===== config.mk =====
export PLATFORM = sky130hd
export DESIGN_NAME = ordered_array_list_engine_unit
export DESIGN_NICKNAME = d
export VERILOG_FILES = /design/src/sv/oale_pkg.sv /design/src/sv/oale_dp.sv /design/src/sv/oale_ctrl.sv /design/src/sv/ordered_array_list_engine_unit.sv
export SDC_FILE = /design/constraint.sdc
export NUM_CORES = 2
export LEC_CHECK = 0
export BUFFER_PORTS_ARGS = -buffer_cell sky130_fd_sc_hd__buf_4
export CAP_MARGIN = 25
export CELL_PAD_IN_SITES_DETAIL_PLACEMENT = 0
export CELL_PAD_IN_SITES_GLOBAL_PLACEMENT = 1
export CORE_AREA = 3 3 595 597
export CTS_CLUSTER_DIAMETER = 200
export DETAILED_ROUTE_END_ITERATION = 6
export DIE_AREA = 0 0 598 600
export PLACE_DENSITY = 0.58
export REMOVE_ABC_BUFFERS = 1
export SLEW_MARGIN = 20
export SYNTH_ARGS = -nofsm -noshare
export SYNTH_HDL_FRONTEND = slang
export SYNTH_HIERARCHICAL = 1
export SYNTH_SLANG_ARGS = --single-unit

===== constraint.sdc =====
create_clock -name clk -period 6.8 [get_ports clk]
set_input_delay 0.68 -clock clk [delete_from_list [all_inputs] [get_ports clk]]
set_output_delay 0.68 -clock clk [all_outputs]
set_load 0.005 [all_outputs]

===== src/sv/oale_pkg.sv =====
// Package for the ordered array list engine: transaction types, operation
// and status codes, and the command/status structs between control and datapath.
// No dependencies.
package oale_pkg;

    // Default sizes of the list storage.
    localparam int DEF_CAPACITY   = 64;
    localparam int DEF_DATA_WIDTH = 32;

    // Fixed field widths of the transactions.
    localparam int KIND_W   = 3;
    localparam int VALUE_W  = 32;
    localparam int CNT_W    = 7;
    localparam int STATUS_W = 3;

    // Address width that covers the largest supported capacity.
    localparam int ADDR_W = 6;

    // Update rule: even indices add this constant, odd indices double.
    localparam int UPD_ADDEND = 5;

    // Operation codes.
    localparam logic [KIND_W-1:0] KIND_SEARCH  = 3'd0;
    localparam logic [KIND_W-1:0] KIND_INSERT  = 3'd1;
    localparam logic [KIND_W-1:0] KIND_DELETE  = 3'd2;
    localparam logic [KIND_W-1:0] KIND_REVERSE = 3'd3;
    localparam logic [KIND_W-1:0] KIND_UPDATE  = 3'd4;

    // Result status codes.
    localparam logic [STATUS_W-1:0] ST_OK       = 3'd0;
    localparam logic [STATUS_W-1:0] ST_NOTFOUND = 3'd1;
    localparam logic [STATUS_W-1:0] ST_FULL     = 3'd2;
    localparam logic [STATUS_W-1:0] ST_EMPTY    = 3'd3;
    localparam logic [STATUS_W-1:0] ST_BADPOS   = 3'd4;

    // Write data source select for the list memory.
    localparam logic [1:0] WSEL_KEY = 2'd0;
    localparam logic [1:0] WSEL_RDA = 2'd1;
    localparam logic [1:0] WSEL_RDB = 2'd2;
    localparam logic [1:0] WSEL_UPD = 2'd3;

    // Request transaction.
    typedef struct packed {
        logic [KIND_W-1:0]         kind;
        logic signed [VALUE_W-1:0] value;
        logic [CNT_W-1:0]          position;
    } oale_req_t;

    // Response transaction.
    typedef struct packed {
        logic [STATUS_W-1:0] status;
        logic [CNT_W-1:0]    match_position;
        logic [CNT_W-1:0]    entry_count;
        logic                last;
    } oale_rsp_t;

    // Commands from the controller to the datapath.
    typedef struct packed {
        logic              load_key;
        logic              rd_en;
        logic [ADDR_W-1:0] rd_addr_a;
        logic [ADDR_W-1:0] rd_addr_b;
        logic              wr_en;
        logic [ADDR_W-1:0] wr_addr;
        logic [1:0]        wr_sel;
    } dp_cmd_t;

    // Status from the datapath to the controller.
    typedef struct packed {
        logic match;
    } dp_sts_t;

endpackage


===== src/sv/oale_dp.sv =====
// Datapath of the ordered array list engine: list memory with two registered
// read ports and one write port, the search key and the write data selection.
// Depends on oale_pkg.
module oale_dp
    import oale_pkg::*;
#(
    parameter int CAPACITY   = DEF_CAPACITY,
    parameter int DATA_WIDTH = DEF_DATA_WIDTH
)
(
    input  logic                      clk,
    input  dp_cmd_t                   cmd,
    input  logic signed [VALUE_W-1:0] value,
    output dp_sts_t                   sts
);

    localparam int IDX_W = (CAPACITY > 1) ? $clog2(CAPACITY) : 1;

    logic [DATA_WIDTH-1:0] mem [CAPACITY];
    logic [DATA_WIDTH-1:0] key_reg;
    logic [DATA_WIDTH-1:0] rda_reg;
    logic [DATA_WIDTH-1:0] rdb_reg;
    logic [DATA_WIDTH-1:0] wr_data;

    // Key register: the value is sign-extended or truncated to the word width.
    always_ff @(posedge clk)
    begin
        if (cmd.load_key)
        begin
            key_reg <= DATA_WIDTH'(value);
        end
    end

    // List memory with registered reads; read data holds while no read is issued.
    always_ff @(posedge clk)
    begin
        if (cmd.wr_en)
        begin
            mem[cmd.wr_addr[IDX_W-1:0]] <= wr_data;
        end
        if (cmd.rd_en)
        begin
            rda_reg <= mem[cmd.rd_addr_a[IDX_W-1:0]];
            rdb_reg <= mem[cmd.rd_addr_b[IDX_W-1:0]];
        end
    end

    // Write data selection, including the update rule chosen by index parity.
    always_comb
    begin
        case (cmd.wr_sel)
            WSEL_KEY: wr_data = key_reg;
            WSEL_RDA: wr_data = rda_reg;
            WSEL_RDB: wr_data = rdb_reg;
            WSEL_UPD:
            begin
                if (cmd.wr_addr[0])
                begin
                    wr_data = rda_reg << 1;
                end
                else
                begin
                    wr_data = rda_reg + DATA_WIDTH'(UPD_ADDEND);
                end
            end
            default: wr_data = rda_reg;
        endcase
    end

    // Search compare of the word just read against the key.
    assign sts.match = (rda_reg == key_reg);

endmodule


===== src/sv/oale_ctrl.sv =====
// Controller of the ordered array list engine: operation sequencer, entry
// count, search match tracking and the response output register.
// Depends on oale_pkg.
module oale_ctrl
    import oale_pkg::*;
#(
    parameter int CAPACITY = DEF_CAPACITY
)
(
    input  logic      clk,
    input  logic      rst_n,
    input  logic      req_valid,
    output logic      req_stall,
    input  oale_req_t req,
    output logic      rsp_valid,
    input  logic      rsp_stall,
    output oale_rsp_t rsp,
    output dp_cmd_t   dp_cmd,
    input  dp_sts_t   dp_sts
);

    localparam logic [CNT_W-1:0] CAP_CNT = CNT_W'(CAPACITY);

    // Sequencer states.
    localparam logic [2:0] S_IDLE    = 3'd0;
    localparam logic [2:0] S_SEARCH  = 3'd1;
    localparam logic [2:0] S_SHIFT   = 3'd2;
    localparam logic [2:0] S_INS_WR  = 3'd3;
    localparam logic [2:0] S_REV_WLO = 3'd4;
    localparam logic [2:0] S_REV_WHI = 3'd5;
    localparam logic [2:0] S_RESP    = 3'd6;

    // Walk modes of the shift state.
    localparam logic [1:0] MODE_INS = 2'd0;
    localparam logic [1:0] MODE_DEL = 2'd1;
    localparam logic [1:0] MODE_UPD = 2'd2;

    logic [2:0]          state_reg,       state_next;
    logic [CNT_W-1:0]    count_reg,       count_next;
    logic                rd_vld_reg,      rd_vld_next;
    logic                pend_vld_reg,    pend_vld_next;
    logic                rsp_vld_reg,     rsp_vld_next;
    logic [CNT_W-1:0]    idx_reg,         idx_next;
    logic [CNT_W-1:0]    left_reg,        left_next;
    logic [CNT_W-1:0]    rd_idx_reg,      rd_idx_next;
    logic [1:0]          mode_reg,        mode_next;
    logic [CNT_W-1:0]    pos_reg,         pos_next;
    logic [CNT_W-1:0]    lo_reg,          lo_next;
    logic [CNT_W-1:0]    hi_reg,          hi_next;
    logic [CNT_W-1:0]    pend_pos_reg,    pend_pos_next;
    logic [STATUS_W-1:0] resp_status_reg, resp_status_next;
    logic [CNT_W-1:0]    resp_pos_reg,    resp_pos_next;
    oale_rsp_t           rsp_reg,         rsp_next;

    logic      out_free;
    logic      emit;
    oale_rsp_t emit_data;
    logic      match;
    logic      hold;

    assign out_free  = !rsp_vld_reg || !rsp_stall;
    assign req_stall = (state_reg != S_IDLE);
    assign rsp_valid = rsp_vld_reg;
    assign rsp       = rsp_reg;

    // A search match is pending output when the read data is valid and equal.
    assign match = rd_vld_reg && dp_sts.match;
    assign hold  = match && pend_vld_reg && !out_free;

    // Sequencer next-state and command logic.
    always_comb
    begin
        state_next       = state_reg;
        count_next       = count_reg;
        rd_vld_next      = rd_vld_reg;
        pend_vld_next    = pend_vld_reg;
        idx_next         = idx_reg;
        left_next        = left_reg;
        rd_idx_next      = rd_idx_reg;
        mode_next        = mode_reg;
        pos_next         = pos_reg;
        lo_next          = lo_reg;
        hi_next          = hi_reg;
        pend_pos_next    = pend_pos_reg;
        resp_status_next = resp_status_reg;
        resp_pos_next    = resp_pos_reg;
        dp_cmd           = '0;
        emit             = 1'b0;
        emit_data        = '0;

        case (state_reg)
            S_IDLE:
            begin
                if (req_valid)
                begin
                    dp_cmd.load_key  = 1'b1;
                    pos_next         = req.position;
                    resp_pos_next    = '0;
                    resp_status_next = ST_OK;
                    state_next       = S_RESP;
                    case (req.kind)
                        KIND_SEARCH:
                        begin
                            if (count_reg == '0)
                            begin
                                resp_status_next = ST_NOTFOUND;
                            end
                            else
                            begin
                                idx_next      = '0;
                                left_next     = count_reg;
                                rd_vld_next   = 1'b0;
                                pend_vld_next = 1'b0;
                                state_next    = S_SEARCH;
                            end
                        end
                        KIND_INSERT:
                        begin
                            if (count_reg >= CAP_CNT)
                            begin
                                resp_status_next = ST_FULL;
                            end
                            else if ((req.position == '0) ||
                                     ({1'b0, req.position} > ({1'b0, count_reg} + 8'd1)))
                            begin
                                resp_status_next = ST_BADPOS;
                            end
                            else if (req.position == (count_reg + CNT_W'(1)))
                            begin
                                state_next = S_INS_WR;
                            end
                            else
                            begin
                                mode_next   = MODE_INS;
                                idx_next    = count_reg - CNT_W'(1);
                                left_next   = count_reg - req.position + CNT_W'(1);
                                rd_vld_next = 1'b0;
                                state_next  = S_SHIFT;
                            end
                        end
                        KIND_DELETE:
                        begin
                            if (count_reg == '0)
                            begin
                                resp_status_next = ST_EMPTY;
                            end
                            else if ((req.position == '0) || (req.position > count_reg))
                            begin
                                resp_status_next = ST_BADPOS;
                            end
                            else if (req.position == count_reg)
                            begin
                                count_next = count_reg - CNT_W'(1);
                            end
                            else
                            begin
                                mode_next   = MODE_DEL;
                                idx_next    = req.position;
                                left_next   = count_reg - req.position;
                                rd_vld_next = 1'b0;
                                state_next  = S_SHIFT;
                            end
                        end
                        KIND_REVERSE:
                        begin
                            if (count_reg >= CNT_W'(2))
                            begin
                                dp_cmd.rd_en     = 1'b1;
                                dp_cmd.rd_addr_a = '0;
                                dp_cmd.rd_addr_b = ADDR_W'(count_reg - CNT_W'(1));
                                lo_next          = '0;
                                hi_next          = count_reg - CNT_W'(1);
                                state_next       = S_REV_WLO;
                            end
                        end
                        KIND_UPDATE:
                        begin
                            if (count_reg != '0)
                            begin
                                mode_next   = MODE_UPD;
                                idx_next    = '0;
                                left_next   = count_reg;
                                rd_vld_next = 1'b0;
                                state_next  = S_SHIFT;
                            end
                        end
                        default:
                        begin
                            resp_status_next = ST_OK;
                        end
                    endcase
                end
            end

            // Streaming walk: write back the word read last cycle, read the next.
            S_SHIFT:
            begin
                if (rd_vld_reg)
                begin
                    dp_cmd.wr_en = 1'b1;
                    case (mode_reg)
                        MODE_INS:
                        begin
                            dp_cmd.wr_addr = ADDR_W'(rd_idx_reg + CNT_W'(1));
                            dp_cmd.wr_sel  = WSEL_RDA;
                        end
                        MODE_DEL:
                        begin
                            dp_cmd.wr_addr = ADDR_W'(rd_idx_reg - CNT_W'(1));
                            dp_cmd.wr_sel  = WSEL_RDA;
                        end
                        default:
                        begin
                            dp_cmd.wr_addr = ADDR_W'(rd_idx_reg);
                            dp_cmd.wr_sel  = WSEL_UPD;
                        end
                    endcase
                end
                if (left_reg != '0)
                begin
                    dp_cmd.rd_en     = 1'b1;
                    dp_cmd.rd_addr_a = ADDR_W'(idx_reg);
                    rd_idx_next      = idx_reg;
                    left_next        = left_reg - CNT_W'(1);
                    rd_vld_next      = 1'b1;
                    if (mode_reg == MODE_INS)
                    begin
                        idx_next = idx_reg - CNT_W'(1);
                    end
                    else
                    begin
                        idx_next = idx_reg + CNT_W'(1);
                    end
                end
                else
                begin
                    rd_vld_next = 1'b0;
                    case (mode_reg)
                        MODE_INS:
                        begin
                            state_next = S_INS_WR;
                        end
                        MODE_DEL:
                        begin
                            count_next = count_reg - CNT_W'(1);
                            state_next = S_RESP;
                        end
                        default:
                        begin
                            state_next = S_RESP;
                        end
                    endcase
                end
            end

            // Insert: place the new word into the opened slot.
            S_INS_WR:
            begin
                dp_cmd.wr_en   = 1'b1;
                dp_cmd.wr_addr = ADDR_W'(pos_reg - CNT_W'(1));
                dp_cmd.wr_sel  = WSEL_KEY;
                count_next     = count_reg + CNT_W'(1);
                state_next     = S_RESP;
            end

            // Reverse: write the high word into the low slot.
            S_REV_WLO:
            begin
                dp_cmd.wr_en   = 1'b1;
                dp_cmd.wr_addr = ADDR_W'(lo_reg);
                dp_cmd.wr_sel  = WSEL_RDB;
                state_next     = S_REV_WHI;
            end

            // Reverse: write the low word into the high slot, fetch the next pair if one remains.
            S_REV_WHI:
            begin
                dp_cmd.wr_en   = 1'b1;
                dp_cmd.wr_addr = ADDR_W'(hi_reg);
                dp_cmd.wr_sel  = WSEL_RDA;
                lo_next        = lo_reg + CNT_W'(1);
                hi_next        = hi_reg - CNT_W'(1);
                if ((lo_reg + CNT_W'(2)) < hi_reg)
                begin
                    dp_cmd.rd_en     = 1'b1;
                    dp_cmd.rd_addr_a = ADDR_W'(lo_reg + CNT_W'(1));
                    dp_cmd.rd_addr_b = ADDR_W'(hi_reg - CNT_W'(1));
                    state_next       = S_REV_WLO;
                end
                else
                begin
                    state_next = S_RESP;
                end
            end

            // Search: one match is held back so the final one can carry last.
            S_SEARCH:
            begin
                if (!hold)
                begin
                    if (match)
                    begin
                        if (pend_vld_reg)
                        begin
                            emit                     = 1'b1;
                            emit_data.status         = ST_OK;
                            emit_data.match_position = pend_pos_reg;
                            emit_data.entry_count    = count_reg;
                            emit_data.last           = 1'b0;
                        end
                        pend_vld_next = 1'b1;
                        pend_pos_next = rd_idx_reg + CNT_W'(1);
                    end
                    if (left_reg != '0)
                    begin
                        dp_cmd.rd_en     = 1'b1;
                        dp_cmd.rd_addr_a = ADDR_W'(idx_reg);
                        rd_idx_next      = idx_reg;
                        idx_next         = idx_reg + CNT_W'(1);
                        left_next        = left_reg - CNT_W'(1);
                        rd_vld_next      = 1'b1;
                    end
                    else
                    begin
                        rd_vld_next = 1'b0;
                        state_next  = S_RESP;
                        if (match)
                        begin
                            resp_status_next = ST_OK;
                            resp_pos_next    = rd_idx_reg + CNT_W'(1);
                        end
                        else if (pend_vld_reg)
                        begin
                            resp_status_next = ST_OK;
                            resp_pos_next    = pend_pos_reg;
                        end
                        else
                        begin
                            resp_status_next = ST_NOTFOUND;
                            resp_pos_next    = '0;
                        end
                    end
                end
            end

            // Final transaction of the operation, marked last.
            S_RESP:
            begin
                if (out_free)
                begin
                    emit                     = 1'b1;
                    emit_data.status         = resp_status_reg;
                    emit_data.match_position = resp_pos_reg;
                    emit_data.entry_count    = count_reg;
                    emit_data.last           = 1'b1;
                    state_next               = S_IDLE;
                end
            end

            default:
            begin
                state_next = S_IDLE;
            end
        endcase
    end

    // Response output register.
    always_comb
    begin
        rsp_next     = rsp_reg;
        rsp_vld_next = rsp_vld_reg;
        if (emit)
        begin
            rsp_next     = emit_data;
            rsp_vld_next = 1'b1;
        end
        else if (!rsp_stall)
        begin
            rsp_vld_next = 1'b0;
        end
    end

    // Control registers.
    always_ff @(posedge clk or negedge rst_n)
    begin
        if (!rst_n)
        begin
            state_reg    <= S_IDLE;
            count_reg    <= '0;
            rd_vld_reg   <= 1'b0;
            pend_vld_reg <= 1'b0;
            rsp_vld_reg  <= 1'b0;
        end
        else
        begin
            state_reg    <= state_next;
            count_reg    <= count_next;
            rd_vld_reg   <= rd_vld_next;
            pend_vld_reg <= pend_vld_next;
            rsp_vld_reg  <= rsp_vld_next;
        end
    end

    // Walk indices and payload registers.
    always_ff @(posedge clk)
    begin
        idx_reg         <= idx_next;
        left_reg        <= left_next;
        rd_idx_reg      <= rd_idx_next;
        mode_reg        <= mode_next;
        pos_reg         <= pos_next;
        lo_reg          <= lo_next;
        hi_reg          <= hi_next;
        pend_pos_reg    <= pend_pos_next;
        resp_status_reg <= resp_status_next;
        resp_pos_reg    <= resp_pos_next;
        rsp_reg         <= rsp_next;
    end

endmodule


===== src/sv/ordered_array_list_engine_unit.sv =====
// Top level of the ordered array list engine: controller and datapath.
// Depends on oale_pkg, oale_ctrl and oale_dp.
//
// The engine keeps an ordered list of up to CAPACITY signed words and runs one
// operation per request transaction: search, insert, delete, reverse or update.
// Operations run one at a time; req_stall is high from acceptance until the
// final response transaction is loaded into the output register. Every word
// moves through the single write port of the list memory. A search or an
// update walks every entry, an insert at position p below count + 1 or a
// delete at position p below count shifts the entries behind position p,
// and a reverse swaps pairs from both ends; any wait on rsp_stall delays
// the final response. An insert at the end of the list, deleting the last
// entry, rejected operations and operations on a list too short to walk
// finish without a walk. A search returns one transaction per match, in
// position order, with last set on the final one, or a single not-found
// transaction. The list needs no clearing after reset.
module ordered_array_list_engine_unit
    import oale_pkg::*;
#(
    parameter int CAPACITY   = DEF_CAPACITY,
    parameter int DATA_WIDTH = DEF_DATA_WIDTH
)
(
    input  logic      clk,
    input  logic      rst_n,
    input  logic      req_valid,
    output logic      req_stall,
    input  oale_req_t req,
    output logic      rsp_valid,
    input  logic      rsp_stall,
    output oale_rsp_t rsp
);

    dp_cmd_t dp_cmd;
    dp_sts_t dp_sts;

    // Operation sequencer and response register.
    oale_ctrl #(
        .CAPACITY (CAPACITY)
    ) u_ctrl (
        .clk       (clk),
        .rst_n     (rst_n),
        .req_valid (req_valid),
        .req_stall (req_stall),
        .req       (req),
        .rsp_valid (rsp_valid),
        .rsp_stall (rsp_stall),
        .rsp       (rsp),
        .dp_cmd    (dp_cmd),
        .dp_sts    (dp_sts)
    );

    // List memory and word arithmetic.
    oale_dp #(
        .CAPACITY   (CAPACITY),
        .DATA_WIDTH (DATA_WIDTH)
    ) u_dp (
        .clk   (clk),
        .cmd   (dp_cmd),
        .value (req.value),
        .sts   (dp_sts)
    );

endmodule


# Word level (Yosys, flattened, before mapping)
# Memory sizes are Yosys's and may differ from the RTL's. A register that Yosys moved wholly into a read port is not among the register bits.
# Cells that the tools add are included.
[word_totals] mem_bits_rw=2048 reg_bits=123 mem_count=1
[mem_list] name="u_dp.mem" words=64 width=32 read_ports=2 rd_ports_with_merged_regs=2 wr=1 line_no="oale_dp.sv:19" source="logic [DATA_WIDTH-1:0] mem [CAPACITY];"
[op_classes] bitwise_logic=1 addsub=15 reduce_logical=35 eq_ne=50 n_lt_le_gt_ge=5 n_mux=137
[op_table] operator="$mux 7" n=46
[op_table] operator="$pmux 32 s4" n=1
[op_table] operator="$pmux 7 s4" n=3
[op_table] operator="$mux 3" n=21
[op_table] operator="$pmux 7 s3" n=3
[op_table] operator="$pmux 7 s2" n=4
[op_table] operator="$mux 18" n=3
[op_table] operator="$mux 13" n=3
[op_table] operator="$pmux 18 s2" n=1
[op_table] operator="$pmux 9 s4" n=1
[op_table] operator="$add 7x1->7 const B" n=5
[op_table] operator="$add 32x3->32 const B" n=1
[op_table] operator="$eq 32x32->1" n=1
[op_table] operator="$mux 32" n=1
[op_table] operator="$ne 2x2->1 const B" n=16
[op_table] operator="$sub 7x1->7 const B" n=4
[op_table] operator="$mux 1" n=27
[op_table] operator="$ne 3x3->1 const B" n=7
[op_table] operator="$pmux 3 s7" n=1
[op_table] operator="$mux 2" n=9
[op_table] operator="$ne 2x1->1 const B" n=8
[op_table] operator="$pmux 8 s2" n=1
[op_table] operator="$mux 15" n=1
[op_table] operator="$pmux 3 s5" n=1
[op_table] operator="other kinds (45)" n=74

# Depth between registers and ports, before layout
[depth] word_depth=8 mapped_depth=18 depth_no_buf=14

# Hierarchy
# Netlist, hierarchy kept.
[modules_own_cells] mod="oale_dp" cells_per_inst=4906 area_each_um2=98100.3 instances=1
[modules_own_cells] mod="oale_ctrl" cells_per_inst=675 area_each_um2=6403.6 instances=1

# Least setup slack after synthesis
# OpenSTA, ideal clock, no wires.
[synth_timing] kind="register -> register" start="register u_ctrl.state_reg[2]" end="memory u_dp/mem[0][14] in the netlist's numbering (data pin)" stages_incl_launch_ff=11 path_slack_ns=0.880 setup_ns=0.767 path_buffers=6 arrival_time_ns=5.153 required_ns=6.033 path_cell_list="dfrtp_1 clkbuf_1 nand2b_1 clkbuf_1 or2_2 clkbuf_1 clkbuf_1 o21ai_0 clkbuf_1 clkbuf_1 a311oi_1"
[synth_lines] element="start, declared" line_no="oale_ctrl.sv:38" source="logic [2:0] state_reg, state_next;"
[synth_lines] element="start signal, assigned" line_no="oale_ctrl.sv:396" source="state_reg <= state_next;"
[synth_lines] element="end, declared" line_no="oale_dp.sv:19"

==> key figures <==
Placement
  • Gp weighted congestion: 0.879
  • Detailed-placement wirelength estimate: between 200 and 250 mm
  • Port-buffer cells: 65
  • Post-placement cell count: between 10000 and 15000

Critical path
  • Critical Path RT: 7.56 ns
  • Critical path type: register to register
  • Kind of start point of the critical path: register
  • Kind of capture point of the worst setup path: register
  • Arrival time reported for the critical path endpoint: roughly 7.3 ns
  • Worst-path maximum fanout: 35
  • Flop-to-flop setup slack: approximately 0.30 ns

Job
  • Max-cap viol count: 0

Layout
  • Final-stage net count: 5929
  • Post-route non-filler standard cell count: 10600
  • Fraction of layout instances using a drive strength above 1: between 30% and 40%
  • Flip-flop and latch area: between 60000 and 70000 um^2
  • Leading cell type in the layout, fill and taps excluded: sky130_fd_sc_hd__edfxtp_1
  • Layout overhead on the synthesized area: 16.2%
  • Fillers: approximately 33000
  • Most used cells in the layout excluding fill and tap cells: sky130_fd_sc_hd__edfxtp_1, sky130_fd_sc_hd__mux4_2, sky130_fd_sc_hd__buf_4
  • Largest register FFs: around 2000
  • Area of the multi-input gates: about 36000 um^2

Synthesis
  • Synthesized cell area: between 100000 and 150000 um^2
  • Post-synthesis area per instance: between 15 and 20 um^2
  • Async set-or-reset flop fraction in the synthesized netlist: 0.582%
  • Number of distinct library cells after synthesis: ~90
  • Count of mapped cells out of synthesis: between 5000 and 6000
  • Fraction of the yosys area taken by sequential cells: about 64%
  • Commonest register cell after synthesis: sky130_fd_sc_hd__edfxtp_1
  • Number of enable flip-flop cells after synthesis: between 2000 and 2500
  • Yosys reg bits: between 2000 and 2500
  • Yosys warnings: 6

CTS
  • Clock input transition at the sequential cells of the worst setup and hold paths: 0.06 ns
  • Resized cells post-CTS: 0
  • Insertion delay of the later-clocked pin in the worst-skew pair: 0.94 ns
  • Maximum root-to-sink buffer count: 4
  • Sink count of the clock tree: ~2200
  • Clock tree from TritonCTS: built
  • Buffer type at the clock tree root: sky130_fd_sc_hd__clkbuf_16
  • Total CTS buffers: 240
  • Level count of the clock H-tree: 4

STA
  • Final Max Tran Viols: 0
  • Post-layout min period: 6.50 ns
  • Slew HR: between 20% and 30%
  • Worst Clk Skew: roughly 0.14 ns
  • Least-Margin Pin Slew: between 1 and 1.5 ns
  • Period utilization: 95.6%
  • TNS Setup: 0 ns
  • Hold Violations, Final: 0
  • Hold WS: a little under 0.09 ns
  • Unrepaired setup endpoints after global routing: no
  • Total of endpoints with negative setup slack in the final report: 0
  • Fmax: about 0.15 GHz

Global routing
  • Remaining global-route overflow: 0
  • Total routing usage reported by global routing: between 10% and 20%
  • Initial antenna violation count: 11
  • Via count of the first global-routing pass: roughly 63000
  • Wire length of the first global-routing pass: between 500 and 600 mm
  • Largest net degree at the start of global routing: between 90 and 100

Detailed routing
  • Via count of the routed design: 62800
  • Total wire length: 365 mm
  • Via count normalized by instance count: around 6
  • DRC violations left: 3
  • DRT iter0 DRCs: between 8000 and 9000
  • Antenna Nets Post-Route: 0
  • Length of the first detailed-routing pass in iterations: 7
  • Average detailed-routed wire length per instance: between 30 and 40 um

Floorplanning
  • Initial Utilization: 29.9%
  • Die height: around 600 um
  • Die footprint: 359000 um^2
  • Core area: roughly 350000 um^2
  • Die extent in x: 598 um
  • I/O pin count: 66
  • Number of cell rows: between 200 and 250

Power
  • Leakage power of the design: approximately 36 nW
  • Final total power: about 0.053 W
  • Power density cells: 438 nW/um^2
  • VDD IR max: approximately 0.35 mV

Status
  • Status: finished, violations left
  • Violated checks: DRC

Hold path
  • Hold/Removal Path Class: input port to register
## synth_stat cells (all sizes together) (80+ instances only)
cell | instances | area share (%)
a21oi | 94 | 0.45
buf | 215 | 1.1
clkbuf | 219 | 0.79
edfxtp | 2222 | 64
mux2i | 88 | 0.84
mux4 | 1023 | 22
nand2 | 130 | 0.47
nor2 | 174 | 0.63
nor2b | 81 | 0.48
nor3 | 80 | 0.38
o22ai | 304 | 1.8
## routing by layer
| metal | share of wire (%) | vias to the layer above | wire (um) | track usage (%) |
|---|---|---|---|---|
| met5 | 0.0077 | - | 28 | 0 |
| li1 | - | 24700 | - | - |
| met4 | 4.1 | 4 | 14800 | 7.16 |
| met3 | 8.6 | 605 | 31400 | 3.24 |
| met1 | 42 | 34200 | 152000 | 28.3 |
| met2 | 46 | 3318 | 167000 | 30.9 |
## cell families (layout without fill, tap and decap cells)
kind of cell / count (synthesis) / count (layout) / synth area share, %
other cells: 0 / 2 / 0
simple gates: 729 / 729 / 3.62
flops: 2235 / 2235 / 64.2
buf+inv: 493 / 954 / 2.08
xor+xnor: 91 / 91 / 0.776
mux: 1153 / 1153 / 23.3
compound gates: 847 / 847 / 5.62
fa+ha+maj: 33 / 33 / 0.402
## repair_timing
item | CTS | global route
endpoints found under the setup margin | 0 | 0
hold endpoints to repair | 45 | 0
hold buffers | 33 | 0
buffers inserted | 0 | 0
## layout make-up
| class | instances | share of cell area [%] |
|---|---|---|
| Multi-Input combinational cell | 2853 | 30.0 |
| Antenna cell | 2 | 0.00412 |
| Clock inverter | 148 | 1.12 |
| Sequential cell | 2235 | 55.2 |
| Clock buffer | 286 | 5.12 |
| Inverter | 59 | 0.182 |
| Tap cell | 4599 | 4.74 |
| Timing Repair Buffer | 461 | 3.57 |
## critical path, stage by stage (launching register included)
cell                       delay, ns
sky130_fd_sc_hd__edfxtp_1       0.60
sky130_fd_sc_hd__xor2_1         0.25
sky130_fd_sc_hd__nor4_2         0.58
sky130_fd_sc_hd__nand4_1        0.17
sky130_fd_sc_hd__nor2_1         0.82
sky130_fd_sc_hd__buf_4          0.28
sky130_fd_sc_hd__nand3_1        0.08
sky130_fd_sc_hd__a21oi_1        0.19
sky130_fd_sc_hd__nor3_2         0.12
sky130_fd_sc_hd__a22o_4         0.50
sky130_fd_sc_hd__and2_1         0.30
sky130_fd_sc_hd__nand2b_2       0.65
sky130_fd_sc_hd__o22ai_1        0.33
sky130_fd_sc_hd__nor4_1         0.87
sky130_fd_sc_hd__buf_4          0.26
sky130_fd_sc_hd__o22a_1         0.19
## worst paths after layout
kind | from | end | depth (start not counted)
setup reg to reg | u_dp/rda_reg[17]$_DFFE_PP_ | u_dp/rda_reg[26]$_DFFE_PP_ | 15
max in group asynchronous | rst_n | u_ctrl/count_reg[0]$_DFFE_PN0P_ | 2
setup / recovery | u_dp/rda_reg[17]$_DFFE_PP_ | u_dp/rda_reg[26]$_DFFE_PP_ | 15
min in group asynchronous | rst_n | u_ctrl/rd_vld_reg$_DFFE_PN0P_ | 2
hold reg to reg | u_ctrl/resp_status_reg[1]$_SDFFCE_PP0P_ | u_ctrl/rsp[16]$_DFFE_PP_ | 1
hold / removal | rsp_stall | u_ctrl/rsp_valid$_DFFE_PN0P_ | 3
## report_power, final
group / switching (W) / internal, W
registers: 0.000931 / 0.0201
clock network: 0.00555 / 0.00735
logic: 0.0125 / 0.00671
## per-stage QoR
step / utilization, % / instance area (um^2) / worst slack, ns
final: 34.8 / 121000 / 0.299
after global routing: 34.8 / 121000 / 0.244
after CTS: 34.7 / 121000 / 0.232
after detailed placement: 32.5 / 113000 / 0.267
after global placement: 32.4 / 113000 / 0.215
after floorplan: - / 103000 / -43.68
No activity file was read; power rests on OpenSTA's default activity.
